<file path="config.mk">
export PLATFORM = sky130hd
export DESIGN_NAME = amx_queue
export DESIGN_NICKNAME = d
export VERILOG_FILES = /design/src/hw/rtl/amx_queue.sv
export SDC_FILE = /design/constraint.sdc
export NUM_CORES = 1
export LEC_CHECK = 0
export ABC_AREA = 1
export BUFFER_PORTS_ARGS = -buffer_cell sky130_fd_sc_hd__buf_2
export CAP_MARGIN = 0
export CORE_MARGIN = 2
export CORE_UTILIZATION = 30
export DETAILED_ROUTE_END_ITERATION = 10
export HOLD_SLACK_MARGIN = 0.03
export PLACE_DENSITY = 0.54
export SETUP_SLACK_MARGIN = 0.5
export SLEW_MARGIN = 30
export SYNTH_ARGS = -nofsm -noshare
export SYNTH_HDL_FRONTEND = slang
export SYNTH_SLANG_ARGS = --single-unit
export TNS_END_PERCENT = 1
</file>
<file path="constraint.sdc">
create_clock -name clock -period 1.52 [get_ports clock]
set_input_delay 0.152 -clock clock [delete_from_list [all_inputs] [get_ports clock]]
set_output_delay 0.152 -clock clock [all_outputs]
set_load 0.05 [all_outputs]
</file>
<file path="src/hw/rtl/amx_queue.sv">
// two-entry queue between front and back
module amx_queue #(
   parameter int WIDTH = 8
) (
   input  logic clock,
   input  logic reset,
   input  logic push,
   input  logic [WIDTH-1:0] push_data,
   output logic full,
   input  logic pop,
   output logic valid,
   output logic [WIDTH-1:0] pop_data
);
   logic [WIDTH-1:0] mem_ff [2];
   logic wr_ff, wr_in, rd_ff, rd_in;
   logic [1:0] cnt_ff, cnt_in;

   assign full     = (cnt_ff == 2'd2);
   assign valid    = (cnt_ff != 2'd0);
   assign pop_data = mem_ff[rd_ff];

   always_comb begin
      wr_in  = push ? ~wr_ff : wr_ff;
      rd_in  = pop ? ~rd_ff : rd_ff;
      cnt_in = cnt_ff + {1'b0, push} - {1'b0, pop};
   end

   always_ff @(posedge clock) begin
      if (reset) begin
         wr_ff  <= 1'b0;
         rd_ff  <= 1'b0;
         cnt_ff <= 2'd0;
      end else begin
         wr_ff  <= wr_in;
         rd_ff  <= rd_in;
         cnt_ff <= cnt_in;
      end
      if (push) mem_ff[wr_ff] <= push_data;
   end

endmodule

</file>
Word-level counts from Yosys, hierarchy flattened:

Memory sizes are Yosys's and may differ from the RTL's. A register that Yosys moved wholly into a read port is not among the register bits.
Cells that the tools add are included.

* output and inout bits: 10
* ROM bits: 0
* latch bits: 0
* memories kept: 1
* RAM bits: 16
* bits in registers: 4
* input bits: 12
* logic and storage cells: 14

* multiply operators: 0
* bitwise gates (word level): 2
* eq/ne operators: 1
* shifts and indexed selects: 0
* $lt $le $gt $ge: 0
* multiplexer cells: 4
* divide/modulo/power cells: 0
* reduce and logical (&&, ||, !) cells: 1
* $add $sub $neg: 2

Memory list
* mem_ff: depth 2, width 8, read ports 1, clocked after memory_dff 1, write ports 1, line 14 `logic [WIDTH-1:0] mem_ff [2];`

Operator list (count)
* $mux 1: 4
* $add 2x1->2: 1
* $eq 2x2->1 const B: 1
* $not 1->1: 2
* $reduce_bool 2->1: 1
* $sub 2x1->2: 1

Longest topological paths before layout:

Gate-level depths: netlist (run 1).

* word-level depth: 3
* mapped depth: 9
* mapped depth without buffers: 9

Worst setup path before layout (run 1):

No wires, ideal clock.

* kind: register to register
* start: register cnt_ff[0]
* end: register cnt_ff[1]
* clock period less this slack: 1188 ps
* setup slack: 332 ps
* stages on the path, launching flop included: 9
* arrival time: 1073 ps
* setup time: 115 ps
* buffers on the path: 0
* path through: dfxtp_1 inv_1 ha_1 inv_1 ha_1 inv_1 nand2_1 a21oi_1 nor2_1

* longest elaborated chain between the ends: 2

Ends and longest elaborated chain
* from (decl): line 16 `logic [1:0] cnt_ff, cnt_in;`
* from (signal assigned): line 36 `cnt_ff <= cnt_in;`
* $add 2x1->2: line 25 `cnt_in = cnt_ff + {1'b0, push} - {1'b0, pop};`
* $sub 2x1->2: line 25

No other way between the ends.
A chain may end at the register's enable or synchronous reset.

==> results of run 1 <==
-- state kept, by name, summed over array words and instances (netlist names), named ones only --
name / count
cnt_ff: 2
mem_ff: 16
rd_ff: 1
wr_ff: 1
-- path summary, 6_finish.rpt --
check                                   from      endpoint  cells after the start
worst max-delay path               flip-flop   pop_data[2]                      3
worst max register to register     cnt_ff[0]     cnt_ff[1]                      8
worst min-delay path            push_data[3]  mem_ff[0][3]                      1
worst min register to register         wr_ff         wr_ff                      2
-- timing repair --
| item | CTS | global route |
|---|---|---|
| endpoints found under the hold margin | 0 | 6 |
| hold buffers | 0 | 3 |
| endpoints found under the setup margin | 20 | 20 |
| gates resized for setup | 19 | 0 |
-- worst max-delay path, stage by stage, from the launching register on --
cell	delay, ps
dfxtp_2	340
buf_8	140
mux2_4	310
buf_6	150
-- metrics by stage --
stage	area, µm²	hold slack [ps]	setup slack, ps	cells
final	1130	55.1	133	117
after global routing	1130	37.0	82.0	117
after CTS	1100	30.0	107	114
after detailed placement	1020	343	321	110
after global placement	1020	343	348	110
after floorplan	862	216	362	56
-- per-layer routing --
layer / vias up / wire, µm / GRT usage (%)
li1: 250 / - / -
met3: 2 / 80 / 3.00
met2: 16 / 608 / 14.3
met1: 227 / 536 / 8.38
met4: 0 / 11 / 4.98
met5: - / 0 / 0
-- kinds of logic (layout without fill, tap and decap cells) --
| logic type | after synthesis | count (layout) | share of synthesized area (%) |
|---|---|---|---|
| and+or+nand+nor | 14 | 14 | 6.59 |
| xor gates and xnor gates | 1 | 1 | 1.05 |
| muxes | 8 | 8 | 14.4 |
| AOI/OAI and AO/OA | 1 | 1 | 0.598 |
| DFF | 21 | 21 | 69.5 |
| buffers and inverters | 9 | 39 | 4.94 |
| adders and majority gates | 2 | 2 | 2.99 |
-- report_power, final --
part           switching, µW  internal [µW]  leakage (µW)
logic                    207            142      0.000278
clock network            146            102     0.0000150
registers               13.6            660      0.000192
-- layout make-up --
type	instances	area [µm²]
clock buffer	4	26.3
fill	252	1580
inverter	8	30.0
multi-input combinational	26	239
sequential	21	583
tap	31	38.8
timing repair buffer	27	215
-- Yosys cell counts --
library cell,n,share of area (%)
dfxtp_1,5,12
xnor2_1,1,1.0
nand3_1,1,0.60
a21oi_1,1,0.60
nor2_1,7,3.1
edfxtp_1,16,57
nor3_1,1,0.60
inv_1,8,3.6
mux2_4,8,14
nand2_1,5,2.2
ha_1,2,3.0
buf_6,1,1.3
==> metrics, run 1 <==
status=finished, final reports clean; Critical Path Sink Type=output port; Clock Path Buffers=2; sequential cell area fraction in the yosys report=roughly 69%; Fmax=721 MHz; largest net degree at the start of global routing=12; CTS H-tree depth=1; maxcap violations=0; Post-CTS Setup Repair Bufs=0; initial drt markers=6; drt total wl=1240 µm; yosys warns=0; #FFs+latches synth=21; antenna diode count=0; Via density=4.23; DIE HEIGHT=56.8 µm; Die Span X=56.8 µm; Final Hold Viols=0; utilization after layout=41.8%; layout cells sized above 1=47.7%; crit-path max FO=8; GRT overflow=0; Worst Tran Pin Value=350 ps; Area Growth Syn to Fin=35.5%; vias in the first global route=a little under 500; Final period util=91.3%; clock tree sinks=21; PortBufs=21; syn_area_per_cell=14.9 µm²; WP data required=1370 ps; DP HPWL=around 950 µm; CTS tree=built; Pwr Density=1120 nW/µm²; Power, Total=between 1000 and 1500 µW; Setup Skew=3.00 ps; Clk pin slew, worst setup/hold paths=around 100 ps; die area=3220 µm²; GP Congestion=0.669; total I/O pin count=22; Final Setup Violations=0; post-synthesis cell count=56; min cycle time layout=1390 ps; fin. max-slew vios=0; Tot GR Track Use=8.25%; starting density of the core=30.8%; core footprint=2710 µm²; library cells used by synthesis=12; RSZ-0062 raised after global routing=true; CP Class=reg2out; Relative slew margins=76.6%; wire per inst=10.6 µm; reg2reg setup slack=320 ps; Post-route DRC=0; worst skew pair latency=290 ps; first-pass GRT wire length=1990 µm; most common cell after layout, fill and taps aside=edfxtp_1; Synth Cell Area=836 µm²; Worst Path Arrival=1240 ps; total CTS buffers=3; Layout Nets=between 100 and 150; Fin Setup TNS=0 ps; initial antenna violation count=0; # rows=19; CP Launch Type=flip-flop; Mapped Nets=70; vias post-DR=495; Worst Hold Class=in2reg; most frequent cells in the layout=16 x edfxtp_1, 13 x buf_2, 8 x mux2_4, 8 x buf_6, 7 x nor2_1; Peak VDD IR=0.746 mV; Leak=between 0.0004 and 0.0005 µW; Detailed Routing Iterations Pass 1=2; root buf cell=clkbuf_4; ANT nets after route=0
No activity file was read; power rests on OpenSTA's default activity.
==> run 2, diff against run 1 <==
==> constraint.sdc (replaced) <==
create_clock -name clock -period 1.52 [get_ports clock]
set_input_delay 0.152 -clock clock [delete_from_list [all_inputs] [get_ports clock]]
set_output_delay 0.152 -clock clock [all_outputs]
set_load 0.02 [all_outputs]
==> metrics, run 2 (synthesized netlist as in run 1, its figures left out) <==
R2R depth=8 (unchanged); GRT overflow=0 (unchanged); most frequent cells in the layout=16 x edfxtp_1, 13 x buf_2, 8 x mux2_4, 8 x buf_6, 7 x nor2_1 (unchanged); Post-route DRC=0 (unchanged); Fmax=728 MHz (was 721 MHz); min cycle time layout=1370 ps (was 1390 ps); starting density of the core=30.8% (unchanged); Hold WS=42.5 ps (was 55.1 ps); Final Hold Viols=0 (unchanged); DIE HEIGHT=56.8 µm (unchanged); Largest register FFs=16 (unchanged); fin. max-slew vios=0 (unchanged); M1 WL=556 µm (was 536 µm); part of the power in registers=56.1% (was 53.0%); share of total power in the clock network=21.3% (was 19.5%); Layout Nets=99 (was 101); drt total wl=1250 µm (was 1240 µm); Final Setup Violations=0 (unchanged); CP Class=reg2out (unchanged); Leak=0.000476 µW (was 0.000486 µW); RSZ-0062 raised after global routing=true (unchanged); Detailed Routing Iterations Pass 1=4 (was 2); vias post-DR=483 (was 495); Pint=899 µW (was 903 µW); fill cell count=259 (was 252); wire per inst=10.9 µm (was 10.6 µm); Sw Pwr=302 µW (was 366 µW); most common cell after layout, fill and taps aside=edfxtp_1 (unchanged); Peak VDD IR=0.520 mV (was 0.746 mV); root buf cell=clkbuf_4 (unchanged); routed wl met3=90 µm (was 80 µm); Clk pin slew, worst setup/hold paths=110 ps (was 100 ps); Tot GR Track Use=8.72% (was 8.25%); Final period util=90.3% (was 91.3%); PortBufs=21 (unchanged); vias in the first global route=501 (was 489); Area Growth Syn to Fin=33.7% (was 35.5%); first-pass GRT wire length=2100 µm (was 1990 µm); Worst Hold Class=in2reg (unchanged); initial antenna violation count=0 (unchanged); CP bufs+invs=2 (unchanged); CP Cell Sequence=buf_8 > mux2_4 > buf_6 (unchanged); Critical Path Stages=3 (unchanged); core footprint=2710 µm² (unchanged); hold path depth=1 (unchanged); WP data required=1370 ps (about the same); Fin Setup TNS=0 ps (unchanged); antenna diode count=0 (unchanged); CTS H-tree depth=1 (unchanged); Setup Skew=1.88 ps (was 3.00 ps); metal2 WL=601 µm (was 608 µm); total CTS buffers=3 (unchanged); DP HPWL=926 µm (was 948 µm); CTS tree=built (unchanged); total I/O pin count=22 (unchanged); Via density=4.20 (was 4.23); Worst Path Arrival=1220 ps (was 1240 ps); Relative slew margins=76.2% (was 76.6%); largest reg by FF count=mem_ff (unchanged); clock tree sinks=21 (unchanged); worst skew pair latency=290 ps (about the same); biggest regs=mem_ff: 16 flops, cnt_ff: 2 flops (unchanged); largest net degree at the start of global routing=12 (unchanged); sw frac=25.1% (was 28.9%); top layer in use=met3 (was met4); die area=3220 µm² (unchanged); Die Span X=56.8 µm (unchanged); Post-CTS Setup Repair Bufs=0 (unchanged); ANT nets after route=0 (unchanged); initial drt markers=10 (was 6); # rows=19 (unchanged); Slowest Stage Delay on Critical Path=350 ps (was 340 ps); crit-path max FO=8 (unchanged); Critical Path Sink Type=output port (unchanged); Pwr Density=1070 nW/µm² (was 1120 nW/µm²); maxcap violations=0 (unchanged); GP Congestion=0.580 (was 0.669); Comb pwr share=22.6% (was 27.4%); Clock Path Buffers=2 (unchanged); Worst Tran Pin Value=356 ps (was 350 ps); Slowest-stage cell, CP=dfxtp_2 (unchanged); Largest delay share family, worst path=flip-flops (unchanged); status=finished, final reports clean (unchanged); CP Launch Type=flip-flop (unchanged); layout cells sized above 1=50.0% (was 47.7%)
run 2: cell count changes in the layout (fill, tap and decap cells not counted):
cell           previous run  this run
buf_4                     2         1
dlygate4sd3_1             3         2
inv_1                     6         5
inv_2                     2         3
nand2_1                   5         4
nand2_2                   0         1
run 2: worst paths after layout:
kind | startpoint | to | slack [ps]
setup / recovery | flip-flop | pop_data[7] | 150
hold / removal | push_data[5] | mem_ff[0][5] | 40
setup reg to reg | cnt_ff[0] | cnt_ff[1] | 310
hold reg to reg | wr_ff | wr_ff | 520
run 2: worst register-to-register path: cells and delay by family, from the launching register on:
kind	cells	cell delay, ps
compound gates	1	140
buf+inv	3	140
simple gates	2	90
flops	1	350
fa+ha+maj	2	400
run 2: per-layer routing:
layer,up-vias,GRT usage [%]
li1,246,-
met2,17,15.0
met3,0,2.53
met5,-,0
met4,0,3.99
met1,220,9.96
run 2: cell type report:
cell class	instances	area, µm²	share of cell area (%)
flip-flops and latches	21	583	52.2
multi-input cells	26	241	21.6
repair buffers	25	198	17.7
well taps	31	38.8	3.47
inverters	8	30.0	2.69
clock buffers	4	26.3	2.35
run 2: power groups by stage:
stage	registers, µW	logic (µW)	clock network, µW
2_1_floorplan	683	170	0
3_3_place_gp	683	232	0
3_5_place_dp	686	237	0
4_1_cts	674	272	273
5_1_grt	678	300	296
6_report	674	271	256
run 2: what timing repair did:
action,4_1_cts,5_1_grt
hold buffers,0,2
setup endpoints to repair,20,20
gates resized for setup,19,0
endpoints found under the hold margin,0,4
run 2: through the flow:
stage / cells / setup WS [ps] / power (µW) / utilization (%) / cell area [µm²]
2_1_floorplan: 56 / 385 / 853 / - / 865
6_report: 115 / 147 / 1200 / 41.2 / 1120
3_3_place_gp: 109 / 376 / 915 / 37.4 / 1010
4_1_cts: 113 / 126 / 1220 / 40.5 / 1100
3_5_place_dp: 109 / 329 / 923 / 37.4 / 1010
5_1_grt: 115 / 78.4 / 1270 / 41.2 / 1120
